==> config.mk <==
export PLATFORM = sky130hd
export DESIGN_NAME = wake_time_ordered_wait_queue_top
export DESIGN_NICKNAME = d
export VERILOG_FILES = /design/src/hw/rtl/wtwq_pkg.sv /design/src/hw/rtl/wtwq_cell.sv /design/src/hw/rtl/wake_time_ordered_wait_queue_top.sv
export SDC_FILE = /design/constraint.sdc
export NUM_CORES = 2
export LEC_CHECK = 0
export BUFFER_PORTS_ARGS = -buffer_cell sky130_fd_sc_hd__buf_2
export CAP_MARGIN = 30
export CORE_ASPECT_RATIO = 1.25
export CORE_MARGIN = 3
export CORE_UTILIZATION = 25
export CTS_CLUSTER_DIAMETER = 40
export CTS_CLUSTER_SIZE = 8
export DETAILED_ROUTE_END_ITERATION = 8
export GPL_TIMING_DRIVEN = 1
export PLACE_DENSITY_LB_ADDON = 0.08
export SYNTH_ARGS = -nofsm -noshare
export SYNTH_HDL_FRONTEND = slang
export SYNTH_SLANG_ARGS = --single-unit
export TNS_END_PERCENT = 10
==> constraint.sdc <==
create_clock -name clk -period 6.7 [get_ports clk]
set_input_delay 0.67 -clock clk [delete_from_list [all_inputs] [get_ports clk]]
set_output_delay 0.67 -clock clk [all_outputs]
set_load 0.03 [all_outputs]
==> src/hw/rtl/wtwq_pkg.sv <==
`timescale 1ns / 1ps

package wtwq_pkg;

  localparam int QueueDepth = 16;
  localparam int TaskBits   = 8;
  localparam int TimeW      = 32;

  // Request codes
  localparam logic [1:0] REQ_ENQ_ORDERED = 2'd0;
  localparam logic [1:0] REQ_ENQ_TAIL    = 2'd1;
  localparam logic [1:0] REQ_DEQ         = 2'd2;
  localparam logic [1:0] REQ_FLUSH       = 2'd3;

  // Result status codes
  localparam logic [2:0] ST_ENQ   = 3'd0;
  localparam logic [2:0] ST_FULL  = 3'd1;
  localparam logic [2:0] ST_DEQ   = 3'd2;
  localparam logic [2:0] ST_EMPTY = 3'd3;
  localparam logic [2:0] ST_FLUSH = 3'd4;

  // Per-cell move command.
  typedef struct packed {
    logic load_new;
    logic from_prev;
    logic from_next;
  } cell_ctl_t;

endpackage

==> src/hw/rtl/wtwq_cell.sv <==
`timescale 1ns / 1ps

module wtwq_cell #(
  parameter int TASK_BITS = wtwq_pkg::TaskBits
) (
  input  logic                         clk,
  input  wtwq_pkg::cell_ctl_t          ctl,
  input  logic [TASK_BITS-1:0]         new_task,
  input  logic [wtwq_pkg::TimeW-1:0]   new_time,
  input  logic [TASK_BITS-1:0]         prev_task,
  input  logic [wtwq_pkg::TimeW-1:0]   prev_time,
  input  logic [TASK_BITS-1:0]         next_task,
  input  logic [wtwq_pkg::TimeW-1:0]   next_time,
  input  logic [wtwq_pkg::TimeW-1:0]   key,
  output logic [TASK_BITS-1:0]         task_q,
  output logic [wtwq_pkg::TimeW-1:0]   time_q,
  output logic                         gt
);

  logic [TASK_BITS-1:0]       task_r;
  logic [wtwq_pkg::TimeW-1:0] time_r;

  always_ff @(posedge clk) begin
    if (ctl.load_new) begin
      task_r <= new_task;
      time_r <= new_time;
    end else if (ctl.from_prev) begin
      task_r <= prev_task;
      time_r <= prev_time;
    end else if (ctl.from_next) begin
      task_r <= next_task;
      time_r <= next_time;
    end
  end

  assign task_q = task_r;
  assign time_q = time_r;
  // Strictly greater, so equal wake times keep arrival order.
  assign gt     = time_r > key;

endmodule

==> src/hw/rtl/wake_time_ordered_wait_queue_top.sv <==
`timescale 1ns / 1ps

// Channel   Ports                                          Handshake
// input     in_req_type, in_task_id, in_wake_time          start && !busy
// result    out_status, out_task, out_time, out_occupancy,  out_valid, one cycle
//           out_last
//
// A new request is accepted every cycle while busy is low; enqueue and dequeue never raise busy.
// A flush of N entries keeps busy high after acceptance until its last entry is popped and
// emits one result per cycle, one cell shift per pop.
// Each result is registered and appears in the cycle after the request or pop that causes it.
// Reset empties the queue; entry contents are not cleared.
// The receiver cannot stall; results are never held.
module wake_time_ordered_wait_queue_top #(
  parameter int QUEUE_DEPTH = wtwq_pkg::QueueDepth,
  parameter int TASK_BITS   = wtwq_pkg::TaskBits
) (
  input  logic        clk,
  input  logic        rst_n,
  input  logic        start,
  output logic        busy,
  input  logic [1:0]  in_req_type,
  input  logic [7:0]  in_task_id,
  input  logic [31:0] in_wake_time,
  output logic        out_valid,
  output logic [2:0]  out_status,
  output logic [7:0]  out_task,
  output logic [31:0] out_time,
  output logic [4:0]  out_occupancy,
  output logic        out_last
);

  localparam int CW = $clog2(QUEUE_DEPTH + 1);
  localparam int TW = wtwq_pkg::TimeW;

  localparam logic S_IDLE  = 1'b0;
  localparam logic S_FLUSH = 1'b1;

  logic                 state_r, state_nxt;
  logic [CW-1:0]        count_r, count_nxt;
  logic                 out_valid_r, out_valid_nxt;
  logic [2:0]           out_status_r, out_status_nxt;
  logic [7:0]           out_task_r, out_task_nxt;
  logic [TW-1:0]        out_time_r, out_time_nxt;
  logic [CW-1:0]        out_occ_r, out_occ_nxt;
  logic                 out_last_r, out_last_nxt;

  logic [TASK_BITS-1:0] cell_task [QUEUE_DEPTH];
  logic [TW-1:0]        cell_time [QUEUE_DEPTH];
  logic [QUEUE_DEPTH-1:0] gt, hit, lowest, after;
  wtwq_pkg::cell_ctl_t  ctl [QUEUE_DEPTH];

  logic                 accept, is_enq, full, empty, do_ins, do_pop;
  logic [TASK_BITS+7:0] task_in_wide;
  logic [TASK_BITS-1:0] new_task;
  logic [TW-1:0]        new_time;
  logic [TASK_BITS+7:0] head_task_wide;
  logic [CW+4:0]        occ_wide;

  assign accept = start && (state_r == S_IDLE);
  assign is_enq = (in_req_type == wtwq_pkg::REQ_ENQ_ORDERED) ||
                  (in_req_type == wtwq_pkg::REQ_ENQ_TAIL);
  assign full   = count_r == CW'(QUEUE_DEPTH);
  assign empty  = count_r == '0;
  assign do_ins = accept && is_enq && !full;
  assign do_pop = (state_r == S_FLUSH) ||
                  (accept && !is_enq && !empty);

  assign task_in_wide = {{TASK_BITS{1'b0}}, in_task_id};
  assign new_task     = task_in_wide[TASK_BITS-1:0];
  assign new_time     = (in_req_type == wtwq_pkg::REQ_ENQ_ORDERED) ? in_wake_time : '0;

  // Insertion point: the first cell past the tail, or for an ordered enqueue
  // the first held cell whose time is strictly greater than the key.
  always_comb begin
    for (int i = 0; i < QUEUE_DEPTH; i++) begin
      hit[i] = (CW'(i) >= count_r) ||
               ((in_req_type == wtwq_pkg::REQ_ENQ_ORDERED) && gt[i]);
    end
  end

  assign lowest = hit & (~hit + 1'b1);
  assign after  = ~(lowest | (lowest - 1'b1));

  genvar g;
  generate
    for (g = 0; g < QUEUE_DEPTH; g++) begin : g_cell
      logic [TASK_BITS-1:0] prev_task, next_task;
      logic [TW-1:0]        prev_time, next_time;

      assign ctl[g].load_new  = do_ins && lowest[g];
      assign ctl[g].from_prev = do_ins && after[g];
      assign ctl[g].from_next = do_pop;

      if (g == 0) begin : g_first
        assign prev_task = new_task;
        assign prev_time = new_time;
      end else begin : g_mid
        assign prev_task = cell_task[g-1];
        assign prev_time = cell_time[g-1];
      end

      if (g == QUEUE_DEPTH - 1) begin : g_last
        assign next_task = cell_task[g];
        assign next_time = cell_time[g];
      end else begin : g_inner
        assign next_task = cell_task[g+1];
        assign next_time = cell_time[g+1];
      end

      wtwq_cell #(
        .TASK_BITS (TASK_BITS)
      ) u_cell (
        .clk       (clk),
        .ctl       (ctl[g]),
        .new_task  (new_task),
        .new_time  (new_time),
        .prev_task (prev_task),
        .prev_time (prev_time),
        .next_task (next_task),
        .next_time (next_time),
        .key       (in_wake_time),
        .task_q    (cell_task[g]),
        .time_q    (cell_time[g]),
        .gt        (gt[g])
      );
    end
  endgenerate

  assign head_task_wide = {8'd0, cell_task[0]};

  always_comb begin
    state_nxt      = state_r;
    count_nxt      = count_r;
    out_valid_nxt  = 1'b0;
    out_status_nxt = wtwq_pkg::ST_EMPTY;
    out_task_nxt   = '0;
    out_time_nxt   = '0;
    out_occ_nxt    = count_r;
    out_last_nxt   = 1'b1;
    if (state_r == S_FLUSH) begin
      count_nxt      = count_r - 1'b1;
      out_valid_nxt  = 1'b1;
      out_status_nxt = wtwq_pkg::ST_FLUSH;
      out_task_nxt   = head_task_wide[7:0];
      out_time_nxt   = cell_time[0];
      out_occ_nxt    = count_r - 1'b1;
      out_last_nxt   = count_r == CW'(1);
      if (count_r == CW'(1)) begin
        state_nxt = S_IDLE;
      end
    end else if (accept) begin
      out_valid_nxt = 1'b1;
      case (in_req_type)
        wtwq_pkg::REQ_ENQ_ORDERED, wtwq_pkg::REQ_ENQ_TAIL: begin
          if (full) begin
            out_status_nxt = wtwq_pkg::ST_FULL;
          end else begin
            count_nxt      = count_r + 1'b1;
            out_status_nxt = wtwq_pkg::ST_ENQ;
            out_occ_nxt    = count_r + 1'b1;
          end
        end
        wtwq_pkg::REQ_DEQ, wtwq_pkg::REQ_FLUSH: begin
          if (!empty) begin
            count_nxt      = count_r - 1'b1;
            out_status_nxt = (in_req_type == wtwq_pkg::REQ_DEQ) ?
                             wtwq_pkg::ST_DEQ : wtwq_pkg::ST_FLUSH;
            out_task_nxt   = head_task_wide[7:0];
            out_time_nxt   = cell_time[0];
            out_occ_nxt    = count_r - 1'b1;
            if (in_req_type == wtwq_pkg::REQ_FLUSH && count_r != CW'(1)) begin
              out_last_nxt = 1'b0;
              state_nxt    = S_FLUSH;
            end
          end
        end
        default: begin
          out_status_nxt = wtwq_pkg::ST_EMPTY;
        end
      endcase
    end
  end

  always_ff @(posedge clk) begin
    if (!rst_n) begin
      state_r     <= S_IDLE;
      count_r     <= '0;
      out_valid_r <= 1'b0;
    end else begin
      state_r     <= state_nxt;
      count_r     <= count_nxt;
      out_valid_r <= out_valid_nxt;
    end
  end

  always_ff @(posedge clk) begin
    out_status_r <= out_status_nxt;
    out_task_r   <= out_task_nxt;
    out_time_r   <= out_time_nxt;
    out_occ_r    <= out_occ_nxt;
    out_last_r   <= out_last_nxt;
  end

  assign occ_wide      = {5'd0, out_occ_r};
  assign busy          = state_r == S_FLUSH;
  assign out_valid     = out_valid_r;
  assign out_status    = out_status_r;
  assign out_task      = out_task_r;
  assign out_time      = out_time_r;
  assign out_occupancy = occ_wide[4:0];
  assign out_last      = out_last_r;

  a_count_bound: assert property (@(posedge clk) disable iff (!rst_n)
    count_r <= CW'(QUEUE_DEPTH))
    else $error("queue count exceeds depth");

  a_flush_nonempty: assert property (@(posedge clk) disable iff (!rst_n)
    (state_r == S_FLUSH) |-> (count_r != '0))
    else $error("flush running on an empty queue");

  a_accept_result: assert property (@(posedge clk) disable iff (!rst_n)
    (start && !busy) |=> out_valid)
    else $error("accepted transaction produced no result");

  a_notlast_flush: assert property (@(posedge clk) disable iff (!rst_n)
    (out_valid && !out_last) |-> (state_r == S_FLUSH))
    else $error("non-final result outside a flush");

  a_single_move: assert property (@(posedge clk) disable iff (!rst_n)
    !(do_ins && do_pop))
    else $error("insert and pop in the same cycle");

endmodule
[Word-level counts from Yosys, hierarchy flattened]
Index checks and enable logic that the tools add are counted.
Widths: inputs -> output; s select.
Storage, ports and cells
  register bits after elaboration: 696
  logic and storage cells: 308
Cells by class
  $add $sub $neg: 4
  order comparisons: 32
  equal/unequal tests: 6
  muxes and demuxes: 126
  bitwise operators: 5
  reductions and logical operators: 95
Operators by type and width (count)
  $mux 32: 52
  $gt 32x32->1: 16
  $mux 8: 51
  $logic_and 1x1->1: 54
  $reduce_bool 3->1: 15
  $ge 4x5->1 const A: 8
  $not 16->16: 2
  $ge 3x5->1 const A: 4
  $mux 5: 4
  $logic_or 1x1->1: 18
  $add 16x1->16 const B: 1
  $and 16x16->16: 1
  $or 16x16->16: 1
  $sub 16x1->16 const B: 1
  $mux 1: 14
  $ge 1x5->1 const A: 2
  $ge 2x5->1 const A: 2
  $pmux 5 s2: 1
  $mux 3: 3
  $pmux 3 s2: 1
  $add 5x1->5 const B: 1
  $eq 5x1->1 const B: 1
  $eq 5x5->1 const B: 1
  $logic_not 5->1: 1
  other kinds (9): 13

[Depth between registers and ports, before layout]
  depth in word-level cells: 12
  gate-level depth with buffers: 16

[By module]
A second synthesis with hierarchy kept.
Unflattened totals
  cells, all modules: 4911
  area total of the unflattened synthesis: 47889.7 um^2
By module, submodules not included
  wtwq_cell: instances 16, cells an instance 287, area each 2821.5 um^2, sequential area each 1201.2 um^2
  wake_time_ordered_wait_queue_top: instances 1, cells an instance 319, area each 2746.4 um^2, sequential area each 1121.1 um^2

[Worst setup path after synthesis]
OpenSTA, ideal clock, no wires.
  path kind: input -> register
  start point: in in_wake_time[31]
  end point: reg g_cell[1].u_cell.task_r[0] (enable)
  setup time: 0.493 ns
  arrival time: 5.735 ns
  data required time: 6.207 ns
  path slack: 0.472 ns
  stages: 10
  buffers on the path: 2
  cell sequence: inv_1 > ha_1 > nand4_1 > or4_1 > nor4b_1 > a22oi_1 > and2_1 > buf_4 > clkbuf_1 > o21ai_0
Between the ends
  word-level cells in the longest chain between the ends: 11
  elaborated cells between the ends (all ways): 15
RTL lines
  start, declared: line wake_time_ordered_wait_queue_top.sv:24  | input logic [31:0] in_wake_time,
  $gt 32x32->1: line wtwq_cell.sv:39  | assign gt = time_r > key;
  $logic_and 1x1->1: line wake_time_ordered_wait_queue_top.sv:78  | ((in_req_type == wtwq_pkg::REQ_ENQ_ORDERED) && gt[i]);
  $logic_or 1x1->1: line wake_time_ordered_wait_queue_top.sv:77  | hit[i] = (CW'(i) >= count_r) ||
  $not 16->16: line wake_time_ordered_wait_queue_top.sv:82  | assign lowest = hit & (~hit + 1'b1);
  $add 16x1->16: line wake_time_ordered_wait_queue_top.sv:82
  $and 16x16->16 *: line wake_time_ordered_wait_queue_top.sv:82
  $sub 16x1->16: line wake_time_ordered_wait_queue_top.sv:83  | assign after = ~(lowest | (lowest - 1'b1));
  $or 16x16->16: line wake_time_ordered_wait_queue_top.sv:83
  $not 16->16: line wake_time_ordered_wait_queue_top.sv:83
  $logic_and 1x1->1: line wake_time_ordered_wait_queue_top.sv:92  | assign ctl[g].from_prev = do_ins && after[g];
  $reduce_bool 3->1 (no line) *
  end signal, assigned: line wtwq_cell.sv:25  | task_r <= new_task;
  end signal, assigned: line wtwq_cell.sv:28  | task_r <= prev_task;
  end signal, assigned: line wtwq_cell.sv:31  | task_r <= next_task;
  end, declared: line wtwq_cell.sv:20  | logic [TASK_BITS-1:0] task_r;
Every way passes the cells marked *; elsewhere a longest branch is shown, timed or not.
A chain may end at the register's enable or synchronous reset.

[Final worst setup path]
  start point: in in_wake_time[26]
  end point: reg g_cell[12].u_cell.time_r (netlist bit g_cell[12].u_cell.time_q[3]), data pin
Between the ends
  word-level cells in the longest chain between the ends: 12
  elaborated cells between the ends (all ways): 49
RTL lines
  $gt 32x32->1: line wtwq_cell.sv:39
  $logic_and 1x1->1: line wake_time_ordered_wait_queue_top.sv:78
  $logic_or 1x1->1: line wake_time_ordered_wait_queue_top.sv:77
  $not 16->16: line wake_time_ordered_wait_queue_top.sv:82
  $add 16x1->16: line wake_time_ordered_wait_queue_top.sv:82
  $and 16x16->16 *: line wake_time_ordered_wait_queue_top.sv:82
  $sub 16x1->16: line wake_time_ordered_wait_queue_top.sv:83
  $or 16x16->16: line wake_time_ordered_wait_queue_top.sv:83
  $not 16->16: line wake_time_ordered_wait_queue_top.sv:83
  $logic_and 1x1->1: line wake_time_ordered_wait_queue_top.sv:92
  $mux 32: line wtwq_cell.sv:27  | end else if (ctl.from_prev) begin
  $mux 32 *: line wtwq_cell.sv:24  | if (ctl.load_new) begin
  end signal, assigned: line wtwq_cell.sv:26  | time_r <= new_time;
  end signal, assigned: line wtwq_cell.sv:29  | time_r <= prev_time;
  end signal, assigned: line wtwq_cell.sv:32  | time_r <= next_time;
  end, declared: line wtwq_cell.sv:21  | logic [wtwq_pkg::TimeW-1:0] time_r;
Marks and branches as above.

==> metrics.yaml <==
cp_data_required_time_ps: 7200
startpoint_type: "input port"
grt_pass1_vias: 37000
postCtsHoldBufs: 0
p_int_w: 0.0157
cpMostUsedCell: "buf_4"
die_w_um: 387
whs_path_depth: 2
reg2reg_to: "g_cell[12].u_cell.time_q[3]"
ir_worst_vdd_mv: 0.289
crit_arrival_ps: 6290
postCtsResizedCells: 0
rows: 173
wl_um: 192000
seq_area_frac_synth: 0.449
num_io_pins: 96
run_status: "complete, no violations"
p_leak_nw: 21.4
slew_violations: 0
r2r_setup_slack_ps: 1110
synth_warnings: 0
syn_area_sq_um: 45300
layout.nets: 5047
dp_hpwl_um: 150000
cpMaxStageDelayCell: "nor4_1"
finalCoreUtilization: 0.305
setup_tns_ps: 0
vias_per_cell: 5.04
fin_crit_ps: 5790
power_density_nw_per_um2: 459
switching_share: 0.374
endpoint_kind: "register"
p_switching_w: 0.00936
coreArea_sq_um: 179000
rsz0062_at_grt: "false"
cts_root_buf: "clkbuf_16"
drive_gt1_frac: 0.125
grt_usage: 0.202
drc: 0
synth_top_area_frac: 0.425
final_common_cell: "edfxtp_1"
cp_slowest_stage_delay_ps: 720
grt_max_degree: 81
period_share: 0.864
r2r_cells: 14
place_inst: 6683
antenna_found_initial: 5
setup_violations: 0
worstPathMaxFanout: 49
htreeDepth: 4
final_cell_mix: "edfxtp_1 (640), ha_1 (517), nand2_1 (478), mux2i_1 (394), o21ai_0 (349)"
critPathKind: "input port to register"
slew_headroom: 0.345
grt_overflow: 0
start_util: 0.253
skew_ps: 38.0
worstPathCellList: "buf_2 > inv_1 > buf_4 > ha_1 > nand4_1 > nor4_1 > a31oi_1 > o311ai_0 > nand3_1 > nor4_1 > and4_2 > buf_4 > nand2b_2 > buf_4 > nor2_2 > buf_4 > a221oi_1"
synth_cell_types: 73
path_delay_family: "simple AND/OR/NAND/NOR gates"
synth_edf_count: 640
synthCells: 4346
synth.largest_area_cell: "edfxtp_1"
wl_per_cell_um: 27.5
ys_top_cells_by_area: "edfxtp_1 (42%), ha_1 (14%), mux2i_1 (8.7%)"
num_vias: 35200
fmax_ghz: 0.173
ys_ff_latch: 696
drt_iter0_markers: 2181
finalNonFillerCells: 6982
area_growth_pct: 20.6
worst_pin_slew_ps: 981
io_buffers: 95
power_frac_clock: 0.320
clock_sinks: 696
cts_tree: "built"
rr_startpoint: "g_cell[7].u_cell.time_q[25]"
grt_pass1_wl_um: 273000
hold-worst-slack_ps: 194
async_flop_share: 0
die_h_um: 482
dieArea_sq_um: 186000
fill_cells: 18600
clk_pin_slew_worst_paths_ps: 50
clkLatencyLatePin_ps: 800
postSynthAreaPerCell_sq_um: 10.4
clockBufferDepth: 3
numCtsBuffers: 162
ant_nets: 0
syn_nets: 4908
seq_power_share: 0.366
hold_start: "rst_n"
dr.pass1.iters: 5
hold_viol_final: 0
holdCritPathClass: "input port to register"
post-cts-setup-buffer-count: 0
hold_path_end: "count_r[0]"
ys_dominant_reg_cell: "edfxtp_1"
drv_cap: 0
routabilityCongestion: 0.831
crit_buf_inv: 6
combPwrFrac: 0.314
[Yosys cell counts (all sizes together) (16+ instances only)]
cell / number
o221ai: 43
and4: 16
ha: 517
a211oi: 26
inv: 91
a2bb2oi: 40
a21oi: 310
buf: 81
a221oi: 35
clkbuf: 190
o22ai: 63
a21o: 48
mux2i: 394
and2: 50
edfxtp: 640
a221o: 21
a22oi: 29
nor2b: 33
nand2b: 25
o21ai: 359
dfxtp: 56
a31oi: 16
o211ai: 58
nor3: 29
nand2: 486
nand4: 102
mux2: 39
nor4: 24
nand3: 51
nor2: 327
[power by group through the flow]
stage               Combinational, W  Clock (W)  Sequential, W
floorplan                    0.00515          0        0.00841
global placement             0.00769          0        0.00936
detailed placement           0.00785          0        0.00932
CTS                          0.00789    0.00820        0.00926
global route                 0.00881    0.00839        0.00935
finish                       0.00785    0.00801        0.00916
[layer usage]
| metal | vias up | part of all wire | track usage |
|---|---|---|---|
| met5 | - | 0 | 0 |
| met4 | 0 | 0.035 | 0.0727 |
| met3 | 288 | 0.026 | 0.0235 |
| met2 | 684 | 0.55 | 0.400 |
| met1 | 17200 | 0.38 | 0.220 |
| li1 | 17000 | - | - |
[stage by stage]
| stage | setup WS (ps) | instance area [sq um] | total power (W) |
|---|---|---|---|
| 3_5_place_dp | 276 | 49200 | 0.0172 |
| 6_report | 914 | 54600 | 0.0250 |
| 5_1_grt | 632 | 54600 | 0.0266 |
| 2_1_floorplan | 472 | 45300 | 0.0136 |
| 3_3_place_gp | 297 | 49000 | 0.0170 |
| 4_1_cts | 1120 | 54600 | 0.0253 |
[logic make-up after synthesis]
family,synth area share
simple gates,0.119
compound gates,0.158
flops,0.449
fa+ha+maj,0.143
mux,0.0969
buf+inv,0.0329
xor+xnor,0.000387
[worst max path at each step]
stage / start / end / slack [ps] / cells after the start
after floorplan: in_wake_time[31] / g_cell[1].u_cell.task_q[0] / 470 / 10
after global placement: in_wake_time[26] / g_cell[9].u_cell.time_q[4] / 300 / 14
after detailed placement: in_wake_time[26] / g_cell[12].u_cell.time_q[3] / 280 / 17
after CTS: in_wake_time[26] / g_cell[12].u_cell.time_q[3] / 1120 / 17
after global routing: in_wake_time[25] / g_cell[12].u_cell.time_q[10] / 630 / 17
final: in_wake_time[26] / g_cell[12].u_cell.time_q[3] / 910 / 17
[registers in the layout, indices dropped and copies added (netlist names)]
name / count
busy: 1
count_r: 5
g_cell.u_cell.task_q: 128
g_cell.u_cell.time_q: 512
out_last: 1
out_occupancy: 5
out_status: 3
out_task: 8
out_time: 32
out_valid: 1
[worst register-to-register path, cell delays in order (launching register included)]
cell	delay, ps
edfxtp_1	490
ha_1	360
nand4_1	300
nor4_1	730
a31oi_1	350
o311ai_0	370
nand3_1	440
nor4_1	400
and4_2	380
buf_4	350
nand2b_2	100
buf_4	310
nor2_2	160
buf_4	380
a221oi_1	200
[layout make-up]
| cell class | instances | area, sq um | share of cell area |
|---|---|---|---|
| well taps | 2362 | 2960 | 0.0542 |
| inverters | 91 | 342 | 0.00626 |
| repair buffers | 246 | 1830 | 0.0334 |
| clock inverters | 96 | 1070 | 0.0196 |
| multi-input cells | 3288 | 23700 | 0.434 |
| diodes | 3 | 7.51 | 0.000138 |
| flip-flops and latches | 696 | 20300 | 0.373 |
| clock buffers | 200 | 4330 | 0.0794 |
No activity file was read; power rests on OpenSTA's default activity.
